--- config.mk ---
export PLATFORM = sky130hd
export DESIGN_NAME = packet_frame_parser
export DESIGN_NICKNAME = d
export VERILOG_FILES = /design/src/rtl/pfp_pkg.sv /design/src/rtl/pfp_front.sv /design/src/rtl/pfp_fifo.sv /design/src/rtl/pfp_back.sv /design/src/rtl/packet_frame_parser.sv
export VERILOG_INCLUDE_DIRS = /design/src /design/src/rtl
export SDC_FILE = /design/constraint.sdc
export NUM_CORES = 1
export LEC_CHECK = 0
export BUFFER_PORTS_ARGS = -buffer_cell sky130_fd_sc_hd__buf_2
export CAP_MARGIN = 20
export CORE_MARGIN = 2
export CORE_UTILIZATION = 60
export CTS_CLUSTER_DIAMETER = 50
export DETAILED_ROUTE_END_ITERATION = 12
export PLACE_DENSITY = 0.82
export SYNTH_ARGS = -nofsm -noshare
export SYNTH_HDL_FRONTEND = slang
export SYNTH_HIERARCHICAL = 1
export SYNTH_SLANG_ARGS = --single-unit
export TNS_END_PERCENT = 100
--- constraint.sdc ---
create_clock -name clk -period 22 [get_ports clk]
set_input_delay 1.1 -clock clk [delete_from_list [all_inputs] [get_ports clk]]
set_output_delay 1.1 -clock clk [all_outputs]
set_load 0.01 [all_outputs]
--- src/rtl/packet_frame_parser_macros.svh ---
// ----------------------------------------------------------------------------
// Packet frame parser assertion macros
// Shared concurrent assertion forms, clocked on clk and disabled in reset.
// ----------------------------------------------------------------------------
`ifndef PACKET_FRAME_PARSER_MACROS_SVH
`define PACKET_FRAME_PARSER_MACROS_SVH

// Same-cycle implication.
`define PFP_ASSERT_IMP(label, ante, cons, msg) \
	label: assert property (@(posedge clk) disable iff (!arst_n) (ante) |-> (cons)) \
		else $error(msg);

// Next-cycle implication.
`define PFP_ASSERT_NXT(label, ante, cons, msg) \
	label: assert property (@(posedge clk) disable iff (!arst_n) (ante) |=> (cons)) \
		else $error(msg);

`endif

--- src/rtl/pfp_pkg.sv ---
// ----------------------------------------------------------------------------
// pfp_pkg
// Types and constants shared by the packet frame parser modules.
// ----------------------------------------------------------------------------
`timescale 1ns / 1ps

package pfp_pkg;

	localparam int HDR_LEN = 2 + 1 + 1 + 8 + 8 + 1 + 2;
	localparam int BC_W    = 17;

	localparam logic [BC_W-1:0] COUNT_MAX = '1;
	localparam logic [BC_W-1:0] HDR_LEN_W = BC_W'(HDR_LEN);

	// Header byte positions.
	localparam logic [4:0] IDX_MAGIC_HI  = 5'd0;
	localparam logic [4:0] IDX_MAGIC_LO  = 5'd1;
	localparam logic [4:0] IDX_VERSION   = 5'd2;
	localparam logic [4:0] IDX_FLAGS     = 5'd3;
	localparam logic [4:0] IDX_SEQ_FIRST = 5'd12;
	localparam logic [4:0] IDX_COUNT     = 5'd20;
	localparam logic [4:0] IDX_HDR_LAST  = 5'(HDR_LEN - 1);

	typedef enum logic [1:0] {
		KIND_DATA    = 2'd0,
		KIND_MARKER  = 2'd1,
		KIND_VERDICT = 2'd2
	} kind_t;

	typedef enum logic [2:0] {
		ST_OK       = 3'd0,
		ST_SHORT    = 3'd1,
		ST_MAGIC    = 3'd2,
		ST_VERSION  = 3'd3,
		ST_LENGTH   = 3'd4,
		ST_OVERRUN  = 3'd5,
		ST_TRAILING = 3'd6
	} status_t;

	// One queue entry: the work that one input byte leaves for the back end.
	typedef struct packed {
		logic        has_frame;
		kind_t       frame_kind;
		logic [7:0]  data_byte;
		logic [7:0]  frame_type;
		logic [7:0]  frame_index;
		logic        frame_end;
		logic        has_verdict;
		status_t     status;
		logic [7:0]  hdr_flags;
		logic [63:0] hdr_session;
		logic [63:0] hdr_sequence;
		logic [7:0]  hdr_frames;
	} entry_t;

endpackage

--- src/rtl/pfp_front.sv ---
// ----------------------------------------------------------------------------
// pfp_front
// Accepts packet bytes, tracks header and frame state and queues one entry
// per byte that gives a frame item, a verdict or both.
// ----------------------------------------------------------------------------
`timescale 1ns / 1ps
`include "packet_frame_parser_macros.svh"

module pfp_front (
	input  logic            clk,
	input  logic            arst_n,
	input  logic [15:0]     expected_magic,
	input  logic [7:0]      expected_version,
	input  logic            in_valid,
	output logic            in_stall,
	input  logic [7:0]      in_byte,
	input  logic            in_last,
	input  logic            q_full,
	output logic            q_push,
	output pfp_pkg::entry_t q_data
);
	import pfp_pkg::*;

	typedef enum logic [2:0] {
		PH_HEADER = 3'd0,
		PH_TYPE   = 3'd1,
		PH_LEN_HI = 3'd2,
		PH_LEN_LO = 3'd3,
		PH_DATA   = 3'd4,
		PH_DONE   = 3'd5,
		PH_SKIP   = 3'd6
	} phase_t;

	phase_t            phase_q, phase_d;
	logic [BC_W-1:0]   byte_count_q, byte_count_d;
	logic [7:0]        flags_q, flags_d;
	logic [63:0]       session_q, session_d;
	logic [63:0]       sequence_q, sequence_d;
	logic [7:0]        count_q, count_d;
	logic [15:0]       plen_q, plen_d;
	logic [8:0]        frames_done_q, frames_done_d;
	logic [7:0]        cur_type_q, cur_type_d;
	logic [15:0]       remaining_q, remaining_d;
	status_t           err_q, err_d;
	logic              accept;
	logic [4:0]        idx;
	logic [8:0]        fd_inc;
	logic [BC_W-1:0]   expect_len;
	status_t           verdict;

	assign accept   = in_valid && !q_full;
	assign in_stall = q_full;
	assign idx      = byte_count_q[4:0];
	assign fd_inc   = frames_done_q + 9'd1;

	always_comb begin
		phase_d       = phase_q;
		flags_d       = flags_q;
		session_d     = session_q;
		sequence_d    = sequence_q;
		count_d       = count_q;
		plen_d        = plen_q;
		frames_done_d = frames_done_q;
		cur_type_d    = cur_type_q;
		remaining_d   = remaining_q;
		err_d         = err_q;
		q_data        = '0;

		unique case (phase_q)
			PH_HEADER: begin
				if (idx == IDX_MAGIC_HI) begin
					if (in_byte != expected_magic[15:8] && err_q == ST_OK) begin
						err_d = ST_MAGIC;
					end
				end else if (idx == IDX_MAGIC_LO) begin
					if (in_byte != expected_magic[7:0] && err_q == ST_OK) begin
						err_d = ST_MAGIC;
					end
				end else if (idx == IDX_VERSION) begin
					if (in_byte != expected_version && err_q == ST_OK) begin
						err_d = ST_VERSION;
					end
				end else if (idx == IDX_FLAGS) begin
					flags_d = in_byte;
				end else if (idx < IDX_SEQ_FIRST) begin
					session_d = {session_q[55:0], in_byte};
				end else if (idx < IDX_COUNT) begin
					sequence_d = {sequence_q[55:0], in_byte};
				end else if (idx == IDX_COUNT) begin
					count_d = in_byte;
				end else begin
					plen_d = {plen_q[7:0], in_byte};
				end
				if (idx == IDX_HDR_LAST) begin
					if (err_d != ST_OK) begin
						phase_d = PH_SKIP;
					end else if (count_d == 8'd0) begin
						phase_d = PH_DONE;
					end else begin
						phase_d = PH_TYPE;
					end
				end
			end
			PH_TYPE: begin
				cur_type_d = in_byte;
				phase_d    = PH_LEN_HI;
			end
			PH_LEN_HI: begin
				remaining_d = {in_byte, 8'd0};
				phase_d     = PH_LEN_LO;
			end
			PH_LEN_LO: begin
				remaining_d = {remaining_q[15:8], in_byte};
				if (remaining_d == 16'd0) begin
					q_data.has_frame  = 1'b1;
					q_data.frame_kind = KIND_MARKER;
					frames_done_d     = fd_inc;
					phase_d = (fd_inc >= {1'b0, count_q}) ? PH_DONE : PH_TYPE;
				end else begin
					phase_d = PH_DATA;
				end
			end
			PH_DATA: begin
				remaining_d       = remaining_q - 16'd1;
				q_data.has_frame  = 1'b1;
				q_data.frame_kind = KIND_DATA;
				q_data.data_byte  = in_byte;
				q_data.frame_end  = (remaining_d == 16'd0);
				if (remaining_d == 16'd0) begin
					frames_done_d = fd_inc;
					phase_d = (fd_inc >= {1'b0, count_q}) ? PH_DONE : PH_TYPE;
				end
			end
			PH_DONE: begin
				if (err_q == ST_OK) begin
					err_d = ST_TRAILING;
				end
			end
			default: begin
			end
		endcase

		q_data.frame_type  = q_data.has_frame ? cur_type_d : 8'd0;
		q_data.frame_index = q_data.has_frame ? frames_done_q[7:0] : 8'd0;

		byte_count_d = (byte_count_q != COUNT_MAX) ? byte_count_q + 1'b1 : byte_count_q;
		expect_len   = HDR_LEN_W + {1'b0, plen_d};

		// Verdict checks in priority order: short header, magic or version, length, overrun, then any trailing-byte error.
		if (byte_count_d < HDR_LEN_W) begin
			verdict = ST_SHORT;
		end else if (err_d == ST_MAGIC || err_d == ST_VERSION) begin
			verdict = err_d;
		end else if (byte_count_d != expect_len) begin
			verdict = ST_LENGTH;
		end else if (phase_d != PH_DONE) begin
			verdict = ST_OVERRUN;
		end else begin
			verdict = err_d;
		end

		q_data.has_verdict = in_last;
		q_data.status      = in_last ? verdict : ST_OK;
		if (in_last && verdict != ST_SHORT) begin
			q_data.hdr_flags    = flags_d;
			q_data.hdr_session  = session_d;
			q_data.hdr_sequence = sequence_d;
			q_data.hdr_frames   = count_d;
		end
	end

	assign q_push = accept && (q_data.has_frame || in_last);

	always_ff @(posedge clk or negedge arst_n) begin
		if (!arst_n) begin
			phase_q       <= PH_HEADER;
			byte_count_q  <= '0;
			flags_q       <= '0;
			session_q     <= '0;
			sequence_q    <= '0;
			count_q       <= '0;
			plen_q        <= '0;
			frames_done_q <= '0;
			cur_type_q    <= '0;
			remaining_q   <= '0;
			err_q         <= ST_OK;
		end else if (accept) begin
			if (in_last) begin
				phase_q       <= PH_HEADER;
				byte_count_q  <= '0;
				flags_q       <= '0;
				session_q     <= '0;
				sequence_q    <= '0;
				count_q       <= '0;
				plen_q        <= '0;
				frames_done_q <= '0;
				cur_type_q    <= '0;
				remaining_q   <= '0;
				err_q         <= ST_OK;
			end else begin
				phase_q       <= phase_d;
				byte_count_q  <= byte_count_d;
				flags_q       <= flags_d;
				session_q     <= session_d;
				sequence_q    <= sequence_d;
				count_q       <= count_d;
				plen_q        <= plen_d;
				frames_done_q <= frames_done_d;
				cur_type_q    <= cur_type_d;
				remaining_q   <= remaining_d;
				err_q         <= err_d;
			end
		end
	end

	// Frame parsing only starts once the whole header has been counted.
	`PFP_ASSERT_IMP(a_front_hdr_done, phase_q != PH_HEADER, byte_count_q >= HDR_LEN_W, "frame phase before header end")

endmodule

--- src/rtl/pfp_fifo.sv ---
// ----------------------------------------------------------------------------
// pfp_fifo
// Short flip-flop queue of parsed entries between the front and back ends.
// ----------------------------------------------------------------------------
`timescale 1ns / 1ps
`include "packet_frame_parser_macros.svh"

module pfp_fifo #(
	parameter int DEPTH = 4
) (
	input  logic            clk,
	input  logic            arst_n,
	input  logic            push,
	input  pfp_pkg::entry_t wr_data,
	output logic            full,
	input  logic            pop,
	output pfp_pkg::entry_t rd_data,
	output logic            empty
);
	import pfp_pkg::*;

	localparam int PTR_W = (DEPTH > 1) ? $clog2(DEPTH) : 1;
	localparam int CNT_W = $clog2(DEPTH + 1);

	entry_t             mem_q [DEPTH];
	logic [PTR_W-1:0]   wr_ptr_q, rd_ptr_q;
	logic [CNT_W-1:0]   count_q;

	assign full    = (count_q == CNT_W'(DEPTH));
	assign empty   = (count_q == '0);
	assign rd_data = mem_q[rd_ptr_q];

	always_ff @(posedge clk) begin
		if (push) begin
			mem_q[wr_ptr_q] <= wr_data;
		end
	end

	always_ff @(posedge clk or negedge arst_n) begin
		if (!arst_n) begin
			wr_ptr_q <= '0;
			rd_ptr_q <= '0;
			count_q  <= '0;
		end else begin
			if (push) begin
				wr_ptr_q <= (wr_ptr_q == PTR_W'(DEPTH - 1)) ? '0 : wr_ptr_q + 1'b1;
			end
			if (pop) begin
				rd_ptr_q <= (rd_ptr_q == PTR_W'(DEPTH - 1)) ? '0 : rd_ptr_q + 1'b1;
			end
			if (push && !pop) begin
				count_q <= count_q + 1'b1;
			end else if (pop && !push) begin
				count_q <= count_q - 1'b1;
			end
		end
	end

	`PFP_ASSERT_IMP(a_fifo_no_overflow, push, !full, "push into full queue")
	`PFP_ASSERT_IMP(a_fifo_no_underflow, pop, !empty, "pop from empty queue")
	`PFP_ASSERT_NXT(a_fifo_push_lands, push && !pop, !empty, "pushed entry lost")

endmodule

--- src/rtl/pfp_back.sv ---
// ----------------------------------------------------------------------------
// pfp_back
// Turns queued entries into result items in an output register; an entry
// with both a frame item and a verdict is played out over two items.
// ----------------------------------------------------------------------------
`timescale 1ns / 1ps
`include "packet_frame_parser_macros.svh"

module pfp_back (
	input  logic            clk,
	input  logic            arst_n,
	input  logic            q_empty,
	input  pfp_pkg::entry_t q_head,
	output logic            q_pop,
	output logic            out_valid,
	input  logic            out_stall,
	output logic [1:0]      out_kind,
	output logic [7:0]      data_byte,
	output logic [7:0]      frame_type,
	output logic [7:0]      frame_index,
	output logic            frame_end,
	output logic [7:0]      hdr_flags,
	output logic [63:0]     hdr_session,
	output logic [63:0]     hdr_sequence,
	output logic [7:0]      hdr_frames,
	output logic [2:0]      status,
	output logic            packet_end
);
	import pfp_pkg::*;

	logic        out_valid_q;
	logic        second_q;
	logic        load;
	logic        both;
	logic        emit_frame;
	logic [1:0]  kind_q;
	logic [7:0]  data_q, type_q, index_q, flags_q, frames_q;
	logic        fend_q, pend_q;
	logic [63:0] session_q, sequence_q;
	logic [2:0]  status_q;

	assign load       = !q_empty && (!out_valid_q || !out_stall);
	assign both       = q_head.has_frame && q_head.has_verdict;
	assign emit_frame = q_head.has_frame && !second_q;
	assign q_pop      = load && (!both || second_q);

	always_ff @(posedge clk or negedge arst_n) begin
		if (!arst_n) begin
			out_valid_q <= 1'b0;
			second_q    <= 1'b0;
		end else if (load) begin
			out_valid_q <= 1'b1;
			second_q    <= both && !second_q;
		end else if (!out_stall) begin
			out_valid_q <= 1'b0;
		end
	end

	always_ff @(posedge clk) begin
		if (load) begin
			if (emit_frame) begin
				kind_q     <= q_head.frame_kind;
				data_q     <= q_head.data_byte;
				type_q     <= q_head.frame_type;
				index_q    <= q_head.frame_index;
				fend_q     <= q_head.frame_end;
				flags_q    <= '0;
				session_q  <= '0;
				sequence_q <= '0;
				frames_q   <= '0;
				status_q   <= ST_OK;
				pend_q     <= 1'b0;
			end else begin
				kind_q     <= KIND_VERDICT;
				data_q     <= '0;
				type_q     <= '0;
				index_q    <= '0;
				fend_q     <= 1'b0;
				flags_q    <= q_head.hdr_flags;
				session_q  <= q_head.hdr_session;
				sequence_q <= q_head.hdr_sequence;
				frames_q   <= q_head.hdr_frames;
				status_q   <= q_head.status;
				pend_q     <= 1'b1;
			end
		end
	end

	assign out_valid    = out_valid_q;
	assign out_kind     = kind_q;
	assign data_byte    = data_q;
	assign frame_type   = type_q;
	assign frame_index  = index_q;
	assign frame_end    = fend_q;
	assign hdr_flags    = flags_q;
	assign hdr_session  = session_q;
	assign hdr_sequence = sequence_q;
	assign hdr_frames   = frames_q;
	assign status       = status_q;
	assign packet_end   = pend_q;

	// The verdict half of a split entry must still sit at the queue head.
	`PFP_ASSERT_IMP(a_back_split_head, second_q, !q_empty && q_head.has_frame && q_head.has_verdict, "split entry left queue early")

endmodule

--- src/rtl/packet_frame_parser.sv ---
// A byte's first result item passes through the queue and then the output register on its way out.
// Throughput: one byte per cycle while the queue is not full; a last byte that also ends
// a frame gives two items and holds the output register for an extra item.
// The four-entry queue absorbs such extra items and output stalls before input stalls.
// Reset clears packet state and sets expected_magic to 0 and expected_version to 1.
// ----------------------------------------------------------------------------
// packet_frame_parser
// Byte-serial packet parser: checks the 23-byte header, splits the frame run
// into tagged data items and empty-frame markers, and closes each packet with
// a verdict item carrying the header fields and a status code.
// ----------------------------------------------------------------------------
`timescale 1ns / 1ps

module packet_frame_parser #(
	parameter int QUEUE_DEPTH = 4
) (
	input  logic        clk,
	input  logic        arst_n,
	// Register port
	input  logic        psel,
	input  logic        penable,
	input  logic        pwrite,
	input  logic [2:0]  paddr,
	input  logic [31:0] pwdata,
	output logic [31:0] prdata,
	output logic        pready,
	// Byte input
	input  logic        in_valid,
	output logic        in_stall,
	input  logic [7:0]  in_byte,
	input  logic        in_last,
	// Result items
	output logic        out_valid,
	input  logic        out_stall,
	output logic [1:0]  out_kind,
	output logic [7:0]  data_byte,
	output logic [7:0]  frame_type,
	output logic [7:0]  frame_index,
	output logic        frame_end,
	output logic [7:0]  hdr_flags,
	output logic [63:0] hdr_session,
	output logic [63:0] hdr_sequence,
	output logic [7:0]  hdr_frames,
	output logic [2:0]  status,
	output logic        packet_end
);
	import pfp_pkg::*;

	// Register map: expected_magic at byte address 0, expected_version at 4.
	localparam logic REG_MAGIC   = 1'b0;
	localparam logic REG_VERSION = 1'b1;

	logic [15:0] magic_q;
	logic [7:0]  version_q;
	logic        reg_wr;
	logic        reg_sel;

	entry_t      push_entry;
	entry_t      head_entry;
	logic        q_push, q_pop, q_full, q_empty;

	// The register port never inserts wait states.
	assign pready  = 1'b1;
	assign reg_sel = paddr[2];
	assign reg_wr  = psel && penable && pwrite && pready;

	always_ff @(posedge clk or negedge arst_n) begin
		if (!arst_n) begin
			magic_q   <= 16'd0;
			version_q <= 8'd1;
		end else if (reg_wr) begin
			unique case (reg_sel)
				REG_MAGIC:   magic_q   <= pwdata[15:0];
				REG_VERSION: version_q <= pwdata[7:0];
				default: begin
				end
			endcase
		end
	end

	always_comb begin
		unique case (reg_sel)
			REG_MAGIC:   prdata = {16'd0, magic_q};
			REG_VERSION: prdata = {24'd0, version_q};
			default:     prdata = '0;
		endcase
	end

	// Front end: byte-by-byte header and frame state, one queue entry per
	// byte that produces anything.
	pfp_front u_front (
		.clk              (clk),
		.arst_n           (arst_n),
		.expected_magic   (magic_q),
		.expected_version (version_q),
		.in_valid         (in_valid),
		.in_stall         (in_stall),
		.in_byte          (in_byte),
		.in_last          (in_last),
		.q_full           (q_full),
		.q_push           (q_push),
		.q_data           (push_entry)
	);

	// Decoupling queue, so an output stall does not immediately stop input.
	pfp_fifo #(
		.DEPTH (QUEUE_DEPTH)
	) u_fifo (
		.clk     (clk),
		.arst_n  (arst_n),
		.push    (q_push),
		.wr_data (push_entry),
		.full    (q_full),
		.pop     (q_pop),
		.rd_data (head_entry),
		.empty   (q_empty)
	);

	// Back end: output register, splits a combined entry into two items.
	pfp_back u_back (
		.clk          (clk),
		.arst_n       (arst_n),
		.q_empty      (q_empty),
		.q_head       (head_entry),
		.q_pop        (q_pop),
		.out_valid    (out_valid),
		.out_stall    (out_stall),
		.out_kind     (out_kind),
		.data_byte    (data_byte),
		.frame_type   (frame_type),
		.frame_index  (frame_index),
		.frame_end    (frame_end),
		.hdr_flags    (hdr_flags),
		.hdr_session  (hdr_session),
		.hdr_sequence (hdr_sequence),
		.hdr_frames   (hdr_frames),
		.status       (status),
		.packet_end   (packet_end)
	);

endmodule
Yosys cells after proc, flatten, opt, wreduce, memory -nomap -nowiden:

Memory sizes are Yosys's and may differ from the RTL's.
Cells that the tools add are included.

* register bits after elaboration: 424
* bits in writable memories: 704
* bits of input ports: 51
* output and inout port bits: 210
* word-level logic and storage cells: 204
* memories kept: 1

* add/sub/neg operators: 8
* magnitude comparators: 4
* equal/unequal tests: 26
* multiplexer cells: 90
* bitwise gates (word level): 1
* reduce and logical (&&, ||, !) cells: 44

Memories
* u_fifo.mem_q: depth 4, width 176, read ports 1, clocked after Yosys merged registers in 0, write ports 1, RTL line pfp_fifo.sv:25 `entry_t mem_q [DEPTH];`

Operators by type and width (number)
* $mux W64: 15
* $mux W8: 21
* $mux W16: 10
* $mux W144: 1
* $mux W3: 24
* $pmux W32 S2: 1
* $pmux W16 S3: 1
* $mux W17: 2
* $logic_not A16 Y1: 2
* $mux W9: 3
* $ne A8 B8 Y1: 3
* $pmux W9 S2: 1
* $add A17 B1 Y17 const B: 1
* $add A5 B16 Y17 const A: 1
* $lt A17 B5 Y1 const B: 1
* $ne A17 B17 Y1: 1
* $ne A17 B17 Y1 const B: 1
* $sub A16 B1 Y16 const B: 1
* $logic_and A1 B1 Y1: 15
* $pmux W3 S5: 1
* $eq A3 B2 Y1 const B: 4
* $pmux W3 S2: 2
* $eq A5 B2 Y1 const B: 2
* $eq A5 B5 Y1 const B: 2
* 30 further kinds: 57

Logic depth before layout (Yosys ltp):

* word-level depth: 22
* gate-level depth with buffers: 19
* mapped depth without buffers: 14

Cells and area by module:

The synthesis kept the hierarchy.

By module, submodules not included
* pfp_fifo: times used 1, cells each 957, area each 25804.7 um^2, seq. area each 21315.4 um^2
* pfp_front: times used 1, cells each 1787, area each 14908.0 um^2, seq. area each 5405.2 um^2
* pfp_back: times used 1, cells each 378, area each 6632.6 um^2, seq. area each 5305.1 um^2
* packet_frame_parser: times used 1, cells each 88, area each 1248.7 um^2, seq. area each 601.8 um^2

Worst setup path before layout:

Ideal clock, no wire load.

* path type: input to register
* start point: in out_stall
* end point: reg u_fifo.count_q[1]
* library setup time: 0.125 ns
* arrival: 11.220 ns
* data required time: 21.875 ns
* setup slack: 10.656 ns
* stages: 7
* path buffers: 0
* cells stage by stage: a21oi_1 > nor2b_1 > inv_1 > ha_1 > inv_1 > fa_1 > mux2_2

* longest elaborated chain between the ends: 7
* elaborated cells between the ends (all ways): 9
* those cells by class: 1 x mux; 8 x reduce/logical

Ends and longest elaborated chain
* start, declared: RTL line packet_frame_parser.sv:34 `input logic out_stall,`
* $logic_not A1 Y1 (*): RTL line pfp_back.sv:42 `assign load = !q_empty && (!out_valid_q || !out_stall);`
* $logic_or A1 B1 Y1 (*): RTL line pfp_back.sv:42
* $logic_and A1 B1 Y1 (*): RTL line pfp_back.sv:42
* $logic_and A1 B1 Y1 (*): RTL line pfp_back.sv:45 `assign q_pop = load && (!both || second_q);`
* via q_pop: RTL line packet_frame_parser.sv:60 `logic q_push, q_pop, q_full, q_empty;`
* $logic_not A1 Y1: RTL line pfp_fifo.sv:51 `if (push && !pop) begin`
* $logic_and A1 B1 Y1: RTL line pfp_fifo.sv:51
* $mux W3 or $reduce_bool A2 Y1 (tied branches)
* end signal, assigned: RTL line pfp_fifo.sv:52 `count_q <= count_q + 1'b1;`
* end signal, assigned: RTL line pfp_fifo.sv:54 `count_q <= count_q - 1'b1;`
* end, declared: RTL line pfp_fifo.sv:27 `logic [CNT_W-1:0] count_q;`

The timed path passes the listed nets; every way through them passes the cells marked *.
A chain may end at the register's enable or synchronous reset.

==> results.cfg <==
[status]
status = finished, final reports clean

[sta]
maxSlewViolCount = 0
max_clock_freq_mhz = 149
worstMarginPinSlew_ns = 1.12
hold_viol_final = 0
finalSetupViolCount = 0
rsz0062_at_grt = false
tns_ns = 0
post-route-period-util = 0.305
slew-limit-headroom = 0.256
fin_crit_ns = 6.71
clock_skew_ns = 0.0397

[clock_tree]
clkTransAtPathRegs_ns = 0.06
cts_resized = 0
htree_num_levels = 3
cts_buffer_depth = 3
clk_latency_ns = 0.69
ctsHoldBuffers = 0
numCtsBuffers = 113
cts_tree = done
cts_sinks = 1128
cts_root_buffer = clkbuf_16
post_cts_buffers = 0

[route]
vias = 28900
drc = 0
wl_per_cell_um = 24.3
drtIter0Drc = 3396
wirelength_um = 110000
antenna_left = 0
viasPerCell = 6.38
drtPass1Iterations = 6

[synthesis]
async_flop_share = 0.221
synth_cell_types = 78
synth_seq_cells = 1128
yosysTopAreaCell = edfxtp_1
avgSynthCellArea_um2 = 15.1
yosys.area.top_type_share = 0.543
synth_area_leaders = edfxtp_1 54%, dfrtp_1 13%, mux4_2 8.2%
synth.most_common_cell = edfxtp_1
synthTopCellsByCount = 879 x edfxtp_1, 255 x nand2_1, 248 x dfrtp_1
synthesis.instances = 3210
yosysSeqAreaShare = 0.671
syn_area_um2 = 48600
ys.flop_type = edfxtp_1
yosysWarnings = 6
synth-edff-count = 879

[floorplanning]
start_util = 0.604
die_w_um = 289
die_h_um = 289
core_um2 = 80400
floorplan.die_area_um2 = 83300
boundaryPins = 261
row_count = 104

[power]
powerDensity_nw_per_um2 = 126
p_leak_nw = 20.1
irDropWorstVdd_v = 0.000148

[min_path]
worst_hold_path_type = primary input to async pin

[critical_path]
crit_path_max_fanout = 83
critPathCapture = u_fifo/mem_q[0][93]
r2r_slack_ns = 15.29
crit_start = u_front/phase_q[1]
timing.rr.end = u_fifo/mem_q[0][93]
crit_required_ns = 22.35
r2r_cells = 16
start_kind = flip-flop
arrival_ns = 7.05
path_class = flip-flop to flip-flop
worstSetupEndpointType = flip-flop
reg2reg_from = u_front/phase_q[1]

[place]
hpwl_um = 61800
globalplace.congestion = 0.869
io_buffers = 225
dpl-instance-area_um2 = 50200

[cells_and_area]
drive_gt1_frac = 0.198
postLayoutCellArea_um2 = 54200
syn_to_final_growth_pct = 11.5
fin_nets = 3438

[global_routing]
track_usage = 0.266
antenna_found_initial = 2
grt_pass1_wl_um = 170000
grt_pass1_vias = 29300
grt-ovfl-total = 0
grt_max_degree = 136

[run]
max_cap_violations = 0
routing by layer:
layer,wire length [um],vias to the layer above,GRT usage
li1,-,12600,-
met1,42300,14600,0.359
met2,55200,1436,0.442
met3,9460,202,0.0501
met4,3050,0,0.0858
met5,0,-,0
placed cells by master (no fill, tap or decap), types with 12 or more instances in the layout:
master and count:
mux2i_1 156, nor3_1 173, nor2_1 56, clkinv_1 14, clkbuf_8 12, a22o_1 32
and2_1 176, buf_4 44, nand2_1 254, and3_1 13, o21ai_0 219, buf_2 224
bufinv_16 16, nand3_1 24, nor4_1 17, ha_1 22, conb_1 18, a22oi_1 139
xnor2_1 37, nor2b_1 23, nand4_1 13, mux2_2 27, inv_1 29, clkbuf_16 114
xor2_1 35, dfrtp_1 246, edfxtp_1 879, a21oi_1 41, mux4_2 176, clkbuf_1 33
state kept, by name (all words and copies together), names as in the netlist, 16 cells and up:
register / count
magic_q: 16
u_back/hdr_sequence: 64
u_back/hdr_session: 64
u_fifo/mem_q: 704
u_front/byte_count_q: 17
u_front/plen_q: 16
u_front/remaining_q: 16
u_front/sequence_q: 64
u_front/session_q: 64
area by class of cell:
cell class	count	area, um2
flip-flops and latches	1128	32600
fillers	5242	26200
multi-input cells	1817	14700
clock buffers	159	3140
repair buffers	273	1530
well taps	1060	1330
clock inverters	55	768
inverters	31	119
diodes	2	5.00
critical path, stage by stage, from the launching register on:
cell and delay (ns):
dfrtp_1 0.51, nor2_1 0.73, o2111ai_4 0.20, buf_4 0.33, mux2i_1 0.32, ha_1 0.27
nand2b_1 0.09, a21oi_1 0.37, nor2_1 0.10, a21oi_1 0.25, xor3_1 0.30, nand2_1 0.06
or4b_1 0.61, nor4_4 0.23, buf_4 0.85, buf_4 0.81, nor3_1 0.24
per-stage QoR:
step / instances / setup slack [ns] / total power [mW] / hold WS, ns / utilization
global placement: 4306 / 15.60 / 4.80 / 0.463 / 0.625
global route: 4524 / 15.01 / 7.13 / 0.439 / 0.674
floorplan: 3225 / 10.66 / 4.34 / 0.450 / -
finish: 4525 / 15.29 / 6.84 / 0.398 / 0.674
CTS: 4521 / 15.42 / 6.87 / 0.413 / 0.673
detailed placement: 4307 / 15.53 / 4.86 / 0.471 / 0.625
cell families (layout without fill, tap and decap cells):
family                   Yosys count  count (layout)  synth area share
flip-flops                      1128            1128             0.671
AND/OR/NAND/NOR                  823             823            0.0875
AO/OA/AOI/OAI                    505             505            0.0658
multiplexers                     369             369             0.123
buffers and inverters            280             518            0.0296
XOR/XNOR                          79              79            0.0162
adder cells (fa/ha/maj)           23              23           0.00608
other                              3              20          0.000232
report_power, final:
part	internal (mW)	switching, mW	leakage [nW]
registers	2.79	0.248	11.7
clock network	1.19	0.804	1.90
logic	0.776	1.03	6.50
total	4.75	2.09	20.1
worst min-delay path by stage:
stage | endpoint | slack [ns] | cells after the start
floorplan | u_front/cur_type_q[0] | 0.45 | 2
global placement | u_front/cur_type_q[3] | 0.46 | 2
detailed placement | u_front/cur_type_q[1] | 0.47 | 2
CTS | version_q[5] | 0.41 | 1
global route | magic_q[4] | 0.44 | 1
finish | version_q[5] | 0.40 | 1
Note: power is estimated with default switching activity, not from simulation.
